===== config.mk =====
export PLATFORM = sky130hd
export DESIGN_NAME = lidar_ring_range_smoother_top
export DESIGN_NICKNAME = d
export VERILOG_FILES = /design/src/rtl/core/rlrs_pkg.sv /design/src/rtl/core/rlrs_calc.sv /design/src/rtl/core/lidar_ring_range_smoother_top.sv
export SDC_FILE = /design/constraint.sdc
export NUM_CORES = 1
export LEC_CHECK = 0
export ABC_AREA = 0
export BUFFER_PORTS_ARGS = -buffer_cell sky130_fd_sc_hd__buf_2
export CELL_PAD_IN_SITES_DETAIL_PLACEMENT = 0
export CELL_PAD_IN_SITES_GLOBAL_PLACEMENT = 1
export CORE_AREA = 2 2 237 239
export CTS_CLUSTER_SIZE = 10
export DETAILED_ROUTE_END_ITERATION = 16
export DIE_AREA = 0 0 239 241
export PLACE_DENSITY = 0.9
export SLEW_MARGIN = 20
export SYNTH_ARGS = -nofsm -noshare
export SYNTH_HDL_FRONTEND = slang
export SYNTH_SLANG_ARGS = --single-unit
export TNS_END_PERCENT = 10

===== constraint.sdc =====
create_clock -name clk -period 11.4 [get_ports clk]
set_input_delay 0.57 -clock clk [delete_from_list [all_inputs] [get_ports clk]]
set_output_delay 0.57 -clock clk [all_outputs]
set_load 0.01 [all_outputs]

===== src/rtl/core/rlrs_pkg.sv =====
`default_nettype none

package rlrs_pkg;

  localparam int unsigned LASER_W = 6;
  localparam int unsigned RANGE_W = 16;
  localparam int unsigned DIFF_W  = 16;
  localparam int unsigned MASK_W  = 64;
  localparam int unsigned CFG_W   = 64;
  localparam int unsigned ADDR_W  = 3;
  localparam int unsigned DATA_W  = 24;
  localparam int unsigned SUM_W   = RANGE_W + 3;

  localparam logic [ADDR_W-1:0] REG_SMOOTH_UPPER   = 3'd0;
  localparam logic [ADDR_W-1:0] REG_SMOOTH_LOWER   = 3'd1;
  localparam logic [ADDR_W-1:0] REG_UPPER_MAX_DIFF = 3'd2;
  localparam logic [ADDR_W-1:0] REG_LOWER_MAX_DIFF = 3'd3;
  localparam logic [ADDR_W-1:0] REG_LASER_ENABLE   = 3'd4;
  localparam logic [ADDR_W-1:0] REG_MIN_RANGE      = 3'd5;

  localparam logic [DIFF_W-1:0]  RST_UPPER_MAX_DIFF = 16'd200;
  localparam logic [DIFF_W-1:0]  RST_LOWER_MAX_DIFF = 16'd0;
  localparam logic [MASK_W-1:0]  RST_LASER_ENABLE   = {MASK_W{1'b1}};
  localparam logic [RANGE_W-1:0] RST_MIN_RANGE      = 16'd100;

  // Division by 3 and 5 as multiply by reciprocal, exact for sums below 2^19.
  localparam int unsigned  DIV_SHIFT = 21;
  localparam int unsigned  MUL_W     = 20;
  localparam logic [MUL_W-1:0] DIV3_MUL = 20'd699051;
  localparam logic [MUL_W-1:0] DIV5_MUL = 20'd419431;

  localparam int unsigned FIFO_DEPTH = 4;
  localparam int unsigned PTR_W      = 2;
  localparam int unsigned CNT_W      = 3;

  typedef struct packed {
    logic               smooth_upper;
    logic               smooth_lower;
    logic [DIFF_W-1:0]  upper_max_diff;
    logic [DIFF_W-1:0]  lower_max_diff;
    logic [MASK_W-1:0]  laser_enable;
    logic [RANGE_W-1:0] min_range;
  } cfg_t;

  typedef struct packed {
    logic [LASER_W-1:0] laser;
    logic [RANGE_W-1:0] r0;
    logic [RANGE_W-1:0] r1;
    logic [RANGE_W-1:0] r2;
    logic               valid;
  } held_job_t;

  typedef struct packed {
    logic [LASER_W-1:0] laser;
    logic [RANGE_W-1:0] range;
    logic               valid;
    logic               sweep_last;
    logic               run_end;
  } result_t;

endpackage

`default_nettype wire


===== src/rtl/core/rlrs_calc.sv =====
`default_nettype none

module rlrs_calc (
  input  wire rlrs_pkg::cfg_t      cfg,
  input  wire rlrs_pkg::held_job_t job,
  output rlrs_pkg::result_t        res
);

  logic                                    upper;
  logic                                    on;
  logic [rlrs_pkg::DIFF_W-1:0]             lim;
  logic [rlrs_pkg::RANGE_W-1:0]            d10;
  logic [rlrs_pkg::RANGE_W-1:0]            d21;
  logic                                    gate;
  logic                                    enabled;
  logic [rlrs_pkg::SUM_W-1:0]              sum3;
  logic [rlrs_pkg::SUM_W-1:0]              sum5;
  logic [rlrs_pkg::SUM_W-1:0]              dividend;
  logic [rlrs_pkg::MUL_W-1:0]              recip;
  logic [rlrs_pkg::SUM_W+rlrs_pkg::MUL_W-1:0] prod;
  logic [rlrs_pkg::RANGE_W-1:0]            quot;

  always_comb begin
    upper   = ~job.laser[rlrs_pkg::LASER_W-1];
    on      = upper ? cfg.smooth_upper : cfg.smooth_lower;
    lim     = upper ? cfg.upper_max_diff : cfg.lower_max_diff;
    d10     = (job.r1 > job.r0) ? (job.r1 - job.r0) : (job.r0 - job.r1);
    d21     = (job.r2 > job.r1) ? (job.r2 - job.r1) : (job.r1 - job.r2);
    gate    = (job.r1 > cfg.min_range) && (d10 < lim) && (d21 < lim);
    enabled = cfg.laser_enable[job.laser];

    sum3 = rlrs_pkg::SUM_W'(job.r0) + rlrs_pkg::SUM_W'(job.r1) + rlrs_pkg::SUM_W'(job.r2);
    sum5 = rlrs_pkg::SUM_W'(job.r0) + rlrs_pkg::SUM_W'({job.r1, 1'b0})
         + rlrs_pkg::SUM_W'(job.r1) + rlrs_pkg::SUM_W'(job.r2);
    dividend = upper ? sum3 : sum5;
    recip    = upper ? rlrs_pkg::DIV3_MUL : rlrs_pkg::DIV5_MUL;
    prod     = (rlrs_pkg::SUM_W+rlrs_pkg::MUL_W)'(dividend)
             * (rlrs_pkg::SUM_W+rlrs_pkg::MUL_W)'(recip);
    quot     = prod[rlrs_pkg::DIV_SHIFT +: rlrs_pkg::RANGE_W];

    res.laser      = job.laser;
    res.range      = (on && gate) ? quot : job.r1;
    res.valid      = on ? (job.valid & enabled & gate) : job.valid;
    res.sweep_last = 1'b0;
    res.run_end    = 1'b0;
  end

endmodule

`default_nettype wire


===== src/rtl/core/lidar_ring_range_smoother_top.sv =====
`default_nettype none

// Lidar ring range smoother. Input words carry one lidar return each; the
// sweep's first mark travels on in_tuser and its last mark on in_tlast.
// Interior points of a sweep are smoothed with their two stream neighbors
// and leave when the right neighbor arrives; first and last points pass
// through unchanged. One input word yields zero, one or two output words,
// and out_tuser marks the final output word caused by an input word.
// A word is accepted in any cycle while the output queue has room for two
// results, so one word per cycle is sustained as long as each word causes
// at most one result and the receiver keeps out_tready high; a word with
// two results leaves two words for the receiver to take. A result passes
// through the job register into the output queue before it is presented.
// When the receiver stalls, the four-entry output queue fills and in_tready
// drops once fewer than two slots remain, counting results still in the job
// register. Synchronous reset clears the sweep state, the queue and restores
// the register defaults. Configuration writes take effect at the next edge;
// the user must make them only while the block is idle, which the block
// itself does not enforce.
module lidar_ring_range_smoother_top (
  input  wire        clk,
  input  wire        rst_n,
  input  wire        in_tvalid,
  output logic       in_tready,
  input  wire [rlrs_pkg::DATA_W-1:0] in_tdata,   // laser[5:0], range_cm[21:6], valid_in[22], zero[23]
  input  wire        in_tuser,   // sweep_first
  input  wire        in_tlast,   // sweep_last
  output logic       out_tvalid,
  input  wire        out_tready,
  output logic [rlrs_pkg::DATA_W-1:0] out_tdata, // out_laser[5:0], out_range[21:6], out_valid[22], zero[23]
  output logic       out_tuser,  // run_end
  output logic       out_tlast,  // out_sweep_last
  input  wire        cfg_we,
  input  wire [rlrs_pkg::ADDR_W-1:0] cfg_addr,
  input  wire [rlrs_pkg::CFG_W-1:0]  cfg_wdata
);

  rlrs_pkg::cfg_t cfg_r;

  always_ff @(posedge clk) begin
    if (!rst_n) begin
      cfg_r.smooth_upper   <= 1'b1;
      cfg_r.smooth_lower   <= 1'b1;
      cfg_r.upper_max_diff <= rlrs_pkg::RST_UPPER_MAX_DIFF;
      cfg_r.lower_max_diff <= rlrs_pkg::RST_LOWER_MAX_DIFF;
      cfg_r.laser_enable   <= rlrs_pkg::RST_LASER_ENABLE;
      cfg_r.min_range      <= rlrs_pkg::RST_MIN_RANGE;
    end else if (cfg_we) begin
      case (cfg_addr)
        rlrs_pkg::REG_SMOOTH_UPPER:   cfg_r.smooth_upper   <= cfg_wdata[0];
        rlrs_pkg::REG_SMOOTH_LOWER:   cfg_r.smooth_lower   <= cfg_wdata[0];
        rlrs_pkg::REG_UPPER_MAX_DIFF: cfg_r.upper_max_diff <= cfg_wdata[rlrs_pkg::DIFF_W-1:0];
        rlrs_pkg::REG_LOWER_MAX_DIFF: cfg_r.lower_max_diff <= cfg_wdata[rlrs_pkg::DIFF_W-1:0];
        rlrs_pkg::REG_LASER_ENABLE:   cfg_r.laser_enable   <= cfg_wdata;
        rlrs_pkg::REG_MIN_RANGE:      cfg_r.min_range      <= cfg_wdata[rlrs_pkg::RANGE_W-1:0];
        default: ;
      endcase
    end
  end

  // Input word fields.
  logic [rlrs_pkg::LASER_W-1:0] in_laser;
  logic [rlrs_pkg::RANGE_W-1:0] in_range;
  logic                         in_valid;
  logic                         accept;

  assign in_laser = in_tdata[5:0];
  assign in_range = in_tdata[21:6];
  assign in_valid = in_tdata[22];
  assign accept   = in_tvalid && in_tready;

  // Sweep state.
  logic [rlrs_pkg::RANGE_W-1:0] prev_range_r, prev_range_nxt;
  logic [rlrs_pkg::RANGE_W-1:0] held_range_r, held_range_nxt;
  logic [rlrs_pkg::LASER_W-1:0] held_laser_r, held_laser_nxt;
  logic                         held_valid_r, held_valid_nxt;
  logic                         held_present_r, held_present_nxt;
  logic                         sweep_open_r, sweep_open_nxt;

  // Job register between acceptance and the output queue.
  logic                  job_a_r, job_a_nxt;
  logic                  job_b_r, job_b_nxt;
  logic                  job_smooth_r, job_smooth_nxt;
  rlrs_pkg::held_job_t   job_held_r, job_held_nxt;
  rlrs_pkg::result_t     job_in_r, job_in_nxt;

  always_comb begin
    prev_range_nxt   = prev_range_r;
    held_range_nxt   = held_range_r;
    held_laser_nxt   = held_laser_r;
    held_valid_nxt   = held_valid_r;
    held_present_nxt = held_present_r;
    sweep_open_nxt   = sweep_open_r;
    job_a_nxt        = 1'b0;
    job_b_nxt        = 1'b0;
    job_smooth_nxt   = job_smooth_r;
    job_held_nxt     = job_held_r;
    job_in_nxt       = job_in_r;

    if (accept) begin
      job_held_nxt.laser = held_laser_r;
      job_held_nxt.r0    = prev_range_r;
      job_held_nxt.r1    = held_range_r;
      job_held_nxt.r2    = in_range;
      job_held_nxt.valid = held_valid_r;

      job_in_nxt.laser      = in_laser;
      job_in_nxt.range      = in_range;
      job_in_nxt.valid      = in_valid;
      job_in_nxt.sweep_last = in_tlast;
      job_in_nxt.run_end    = 1'b1;

      job_a_nxt = held_present_r;

      if (in_tuser || !sweep_open_r) begin
        // A new sweep flushes any held point unchanged.
        job_smooth_nxt   = 1'b0;
        job_b_nxt        = 1'b1;
        held_present_nxt = 1'b0;
        sweep_open_nxt   = !in_tlast;
        prev_range_nxt   = in_range;
      end else if (in_tlast) begin
        job_smooth_nxt   = 1'b1;
        job_b_nxt        = 1'b1;
        held_present_nxt = 1'b0;
        sweep_open_nxt   = 1'b0;
        prev_range_nxt   = in_range;
      end else begin
        job_smooth_nxt   = 1'b1;
        if (held_present_r) begin
          prev_range_nxt = held_range_r;
        end
        held_range_nxt   = in_range;
        held_laser_nxt   = in_laser;
        held_valid_nxt   = in_valid;
        held_present_nxt = 1'b1;
      end
    end
  end

  always_ff @(posedge clk) begin
    if (!rst_n) begin
      prev_range_r   <= '0;
      held_range_r   <= '0;
      held_laser_r   <= '0;
      held_valid_r   <= 1'b0;
      held_present_r <= 1'b0;
      sweep_open_r   <= 1'b0;
      job_a_r        <= 1'b0;
      job_b_r        <= 1'b0;
    end else begin
      prev_range_r   <= prev_range_nxt;
      held_range_r   <= held_range_nxt;
      held_laser_r   <= held_laser_nxt;
      held_valid_r   <= held_valid_nxt;
      held_present_r <= held_present_nxt;
      sweep_open_r   <= sweep_open_nxt;
      job_a_r        <= job_a_nxt;
      job_b_r        <= job_b_nxt;
    end
  end

  always_ff @(posedge clk) begin
    job_smooth_r <= job_smooth_nxt;
    job_held_r   <= job_held_nxt;
    job_in_r     <= job_in_nxt;
  end

  // Smoothing of the held point.
  rlrs_pkg::result_t calc_res;

  rlrs_calc u_calc (
    .cfg (cfg_r),
    .job (job_held_r),
    .res (calc_res)
  );

  rlrs_pkg::result_t res_a;
  rlrs_pkg::result_t wr_first;
  logic [1:0]        push_n;

  always_comb begin
    if (job_smooth_r) begin
      res_a = calc_res;
    end else begin
      res_a.laser      = job_held_r.laser;
      res_a.range      = job_held_r.r1;
      res_a.valid      = job_held_r.valid;
      res_a.sweep_last = 1'b1;
      res_a.run_end    = 1'b0;
    end
    res_a.run_end = !job_b_r;
    wr_first      = job_a_r ? res_a : job_in_r;
    push_n        = {1'b0, job_a_r} + {1'b0, job_b_r};
  end

  // Output queue.
  rlrs_pkg::result_t           fifo_r [rlrs_pkg::FIFO_DEPTH];
  logic [rlrs_pkg::PTR_W-1:0]  wr_ptr_r, rd_ptr_r;
  logic [rlrs_pkg::PTR_W-1:0]  wr_ptr_p1;
  logic [rlrs_pkg::CNT_W-1:0]  cnt_r;
  logic [rlrs_pkg::CNT_W-1:0]  occ_r;
  logic                        pop;
  logic [rlrs_pkg::CNT_W-1:0]  accept_n;

  assign wr_ptr_p1 = wr_ptr_r + rlrs_pkg::PTR_W'(1);
  assign pop       = out_tvalid && out_tready;
  assign accept_n  = accept ? rlrs_pkg::CNT_W'({1'b0, held_present_r} + {1'b0, job_b_nxt})
                            : '0;

  always_ff @(posedge clk) begin
    for (int i = 0; i < rlrs_pkg::FIFO_DEPTH; i++) begin
      if (push_n != 2'd0 && wr_ptr_r == rlrs_pkg::PTR_W'(i)) begin
        fifo_r[i] <= wr_first;
      end
      if (push_n == 2'd2 && wr_ptr_p1 == rlrs_pkg::PTR_W'(i)) begin
        fifo_r[i] <= job_in_r;
      end
    end
  end

  always_ff @(posedge clk) begin
    if (!rst_n) begin
      wr_ptr_r <= '0;
      rd_ptr_r <= '0;
      cnt_r    <= '0;
      occ_r    <= '0;
    end else begin
      wr_ptr_r <= wr_ptr_r + rlrs_pkg::PTR_W'(push_n);
      rd_ptr_r <= rd_ptr_r + rlrs_pkg::PTR_W'(pop);
      cnt_r    <= cnt_r + rlrs_pkg::CNT_W'(push_n) - rlrs_pkg::CNT_W'(pop);
      occ_r    <= occ_r + accept_n - rlrs_pkg::CNT_W'(pop);
    end
  end

  // Occupancy counts results in the job register and in the queue.
  assign in_tready  = occ_r <= rlrs_pkg::CNT_W'(rlrs_pkg::FIFO_DEPTH - 2);
  assign out_tvalid = cnt_r != '0;
  assign out_tdata  = {1'b0, fifo_r[rd_ptr_r].valid, fifo_r[rd_ptr_r].range,
                       fifo_r[rd_ptr_r].laser};
  assign out_tuser  = fifo_r[rd_ptr_r].run_end;
  assign out_tlast  = fifo_r[rd_ptr_r].sweep_last;

endmodule

`default_nettype wire

# Yosys cells after proc, flatten, opt, wreduce, memory -nomap -nowiden
# Memory sizes are Yosys's and may differ from the RTL's. A register that Yosys moved wholly into a read port is not among the register bits.
# Index checks and enable logic that the tools add are counted.
[word_totals] mem_count=1 mem_bits_rw=100 output_inout_bits=28 wordCells=161 inputBits=98 ff_bits=231
[classes] muxes=51 reduce_logical=36 bitwise=8 multipliers=1 eq_ne=12 order_cmp=7 n_addsub=18
[memory_table] memory="fifo_r" depth=4 width=25 rd=1 rd_ports_with_merged_regs=1 wr=2 line_no="lidar_ring_range_smoother_top.sv:198" rtl="rlrs_pkg::result_t fifo_r [rlrs_pkg::FIFO_DEPTH];"
[ops] cell="$mux W25" count=7
[ops] cell="$mux W16" count=7
[ops] cell="$sub A16 B16 Y16" count=4
[ops] cell="$add A19 B16 Y19" count=3
[ops] cell="$reduce_or A25 Y1" count=2
[ops] cell="$gt A16 B16 Y1" count=3
[ops] cell="$mux W19" count=2
[ops] cell="$mul A19 B20 Y37" count=1
[ops] cell="$lt A16 B16 Y1" count=2
[ops] cell="$mux W1" count=29
[ops] cell="$mux W20" count=1
[ops] cell="$add A16 B17 Y18" count=1
[ops] cell="$reduce_and A2 Y1" count=9
[ops] cell="$add A16 B16 Y17" count=1
[ops] cell="$logic_and A1 B1 Y1" count=13
[ops] cell="$eq A2 B2 Y1 const B" count=5
[ops] cell="$mux W2" count=4
[ops] cell="$lt A6 B7 Y1 const B" count=1
[ops] cell="$add A3 B2 Y3" count=2
[ops] cell="$bmux W1 S6" count=1
[ops] cell="$eq A3 B2 Y1 const B" count=2
[ops] cell="$eq A3 B3 Y1 const B" count=2
[ops] cell="$reduce_bool A3 Y1" count=2
[ops] cell="$sub A3 B1 Y3" count=2
[ops] cell="16 further kinds" count=27

# Longest topological paths before layout
[depth] ltp_word=11 mapped_depth=46 depth_no_buf=46

# Cells and area by module
# A second synthesis with hierarchy kept.
[unflattened] hier_cells=2765 area_unflattened_um2=27136.0
[modules_own_cells] module="lidar_ring_range_smoother_top" seq_area_each_um2=8257.9 instances=1 area_per_inst_um2=13611.8 cells_each=1250
[modules_own_cells] module="rlrs_calc" seq_area_each_um2=0.0 instances=1 area_per_inst_um2=13524.2 cells_each=1515

# Worst setup path before layout
# Ideal clock, no wire load.
[synth_timing] kind="reg2reg" start="reg job_held_r[18] (netlist name)" end="mem fifo_r[1][17] (netlist name), data pin" path_stages_with_launch=46 required_time_ns=11.137 setup_ns=0.263 path_slack_ns=1.237 arrival_time_ns=9.901 cell_sequence="edfxtp_1 inv_1 ha_1 nor2b_1 o21a_1 o21ai_0 a21oi_1 nor2_1 o21bai_1 a21oi_1 o31ai_1 or2_2 xnor2_1 ha_1 or3_1 a311oi_1 o31ai_1 a21o_1 (+10 left out) fa_1 inv_1 fa_1 inv_1 fa_1 inv_1 ha_1 a21o_1 a21o_1 a21oi_1 o31ai_2 o21a_4 a221oi_4 o211a_4 o31ai_4 xor2_1 mux2i_2 o21ai_1"
[synth_lines] item="start: declaration" line_no="lidar_ring_range_smoother_top.sv:84" rtl="rlrs_pkg::held_job_t job_held_r, job_held_nxt;"
[synth_lines] item="start signal: assignment" line_no="lidar_ring_range_smoother_top.sv:165" rtl="job_held_r <= job_held_nxt;"
[synth_lines] item="end: declaration" line_no="lidar_ring_range_smoother_top.sv:198"

==> results.py <==
metrics = {
    "status": {
        "status": "complete, no violations",
    },
    "sta": {
        "min_period_ps": 10960,
        "setup_viol": 0,
        "setup_tns_ps": 0,
        "hold_violations": 0,
        "fin_hold_ws_ps": 217.0,
        "worst_pin_slew_ps": 1068,
        "setup_ws_ps": 438.1,
        "slew_viol_final": 0,
        "relSlewSlack": 0.2881,
        "min_period_over_period": 0.9616,
        "fmax_mhz": 91.22,
        "skew_ps": 14.45,
    },
    "layout": {
        "fin_nets": 3511,
        "final_area_um2": 29870,
        "drive_gt1_frac": 0.1148,
        "syn2layout_area_growth_pct": 10.01,
    },
    "place": {
        "dp_hpwl_um": 58240,
        "placed_cell_area_um2": 28640,
        "port_buffers": 123,
        "place_ws_ps": 322.4,
        "place_congestion": 0.9428,
    },
    "yosys": {
        "synthTopCellsByArea": "edfxtp_1 18%, ha_1 14%, fa_1 13%, dfxtp_1 12%, nand2_1 6.2%",
        "ys_types": 84,
        "ys_ff_latch": 331,
        "yosys_warnings": 0,
        "synth_top_cell_by_area": "edfxtp_1",
        "syn_area_um2": 27150,
        "synth_edf_count": 163,
        "syn_inst": 2820,
        "avgSynthCellArea_um2": 9.629,
        "synthArstFlopShare": 0,
        "synth_flop_cell": "dfxtp_1",
        "yosysTopAreaCellShare": 0.1803,
        "synth_seq_area_share": 0.3041,
    },
    "global_routing": {
        "grt_usage": 0.2585,
        "gr-usage-met3": 0.03843,
        "grt_use_met2": 0.4458,
        "grt_max_degree": 123,
        "grt_pass1_vias": 20990,
        "grt_antenna_before_repair": 4,
        "grt_overflow": 0,
        "grt_pass1_wl_um": 114400,
        "gr-usage-met1": 0.3313,
        "grt_most_used_layer": "met2",
    },
    "critical_path": {
        "r2r_end": "fifo_r[0][15]",
        "slowest_stage": "fa_1",
        "required_ps": 11700,
        "critPathMaxFanout": 8,
        "reg2reg_from": "job_held_r[18]",
        "cp.arrival_ps": 11260,
        "ff2ff_path_depth": 44,
        "r2r_slack_ps": 440,
        "cpPeakStageDelay_ps": 570,
        "critPathKind": "reg2reg",
        "critPathLaunchType": "flop",
        "endpoint_kind": "flop",
    },
    "floorplanning": {
        "core_area_um2": 54880,
        "dieWidth_um": 239,
        "ioPinCount": 126,
        "start_util": 0.4948,
        "die_h_um": 241,
        "std_cell_rows": 86,
        "fp.dieArea_um2": 57600,
    },
    "clock_tree": {
        "clk_pin_slew_ps": 60,
        "cts_buffers": 39,
        "htree_levels": 2,
        "hold_buffers": 0,
        "cts-root-buf": "clkbuf_16",
        "clock-sinks": 331,
        "ctsLongestPathBuffers": 3,
        "clkLatencyLatePin_ps": 550,
        "cts_tree": "done",
    },
    "route": {
        "via_count": 20610,
        "via_per_inst": 5.621,
        "dr.first_iter.drc_count": 1476,
        "routedWlPerCell_um": 20.03,
        "drc": 0,
        "drt_first_pass_iters": 7,
        "wl_um": 73440,
        "postRouteAntennaNets": 0,
    },
    "hold_path": {
        "hold_depth": 1,
        "hp-start": "in_tdata[15]",
        "hold_end": "job_in_r[12]",
        "hp-class": "in2reg",
    },
    "job": {
        "cap_violations": 0,
    },
}
-- per-stage QoR --
step	cells	util
2_1_floorplan	2827	-
3_3_place_gp	3591	0.5219
3_5_place_dp	3591	0.5219
4_1_cts	3658	0.5425
5_1_grt	3666	0.5443
6_report	3667	0.5443
-- timing repair --
action / in CTS / in global routing
resized for setup: 0 / 10
endpoints found under the setup margin: 0 / 35
buffers inserted: 0 / 7
-- worst max-delay path: cells and delay by family (launching register included) --
family | cells | cell delay, ps
XOR/XNOR | 3 | 400
flip-flops | 1 | 430
AO/OA/AOI/OAI | 17 | 3620
AND/OR/NAND/NOR | 5 | 660
multiplexers | 1 | 340
adder cells (fa/ha/maj) | 10 | 4550
buffers and inverters | 8 | 700
-- cell type report --
type	count	area, µm²
sequential	331	8259
inverter	381	1434
timing repair buffer	177	1027
clock buffer	63	1066
antenna	2	5.005
fill	4851	25010
clock inverter	4	60.06
tap	704	880.8
multi-input combinational	2005	17140
-- state kept, by name (all words and copies together), names as in the netlist, 6 cells and up --
register / cells
held_range_r: 16
held_laser_r: 6
job_in_r: 24
job_held_r: 39
prev_range_r: 16
fifo_r: 100
cfg_r: 114
-- cell usage in the layout, fill, tap and decap left out, drive strengths merged, types with 80 or more instances in the layout --
master	Yosys	final
nand2	447	447
inv	379	380
ha	304	304
buf	20	177
fa	174	174
dfxtp	168	168
edfxtp	163	163
o21ai	113	113
a21oi	110	110
nand3	91	91
nor2	80	80
-- layer usage --
| layer | up-vias | part of all wire | wire, µm |
|---|---|---|---|
| li1 | 9778 | - | - |
| met1 | 10120 | 0.42 | 30530 |
| met2 | 599 | 0.49 | 35810 |
| met3 | 109 | 0.060 | 4414 |
| met4 | 4 | 0.036 | 2666 |
| met5 | - | 0.00037 | 27 |
-- logic make-up after synthesis --
family,after synthesis,synth area share
AND/OR/NAND/NOR,771,0.1243
AO/OA/AOI/OAI,505,0.1274
buffers and inverters,491,0.06861
adder cells (fa/ha/maj),478,0.2684
flip-flops,331,0.3041
multiplexers,137,0.07303
XOR/XNOR,105,0.03387
other,2,0.0002766
-- Yosys cell counts (all sizes together) (66+ instances only) --
cell and number:
ha 304, o21ai 113, inv 379, nand2 447
fa 174, a21oi 110, dfxtp 168, clkbuf 90
xnor2 70, edfxtp 163, nand3 91, a21boi 74
mux2i 66, nor2 80
-- how the worst max path moves through the flow --
stage,start,slack [ps],end
CTS,job_held_r[18],250,fifo_r[0][15]
global placement,job_held_r[18],400,fifo_r[1][15]
floorplan,job_held_r[18],1240,fifo_r[1][17]
global route,job_held_r[18],-30,fifo_r[0][15]
detailed placement,job_held_r[18],320,fifo_r[0][15]
finish,job_held_r[18],440,fifo_r[0][15]
Power is left out: the tool's default activity adds up to more than one toggle a clock period on the data nets, which glitch-free logic cannot reach.
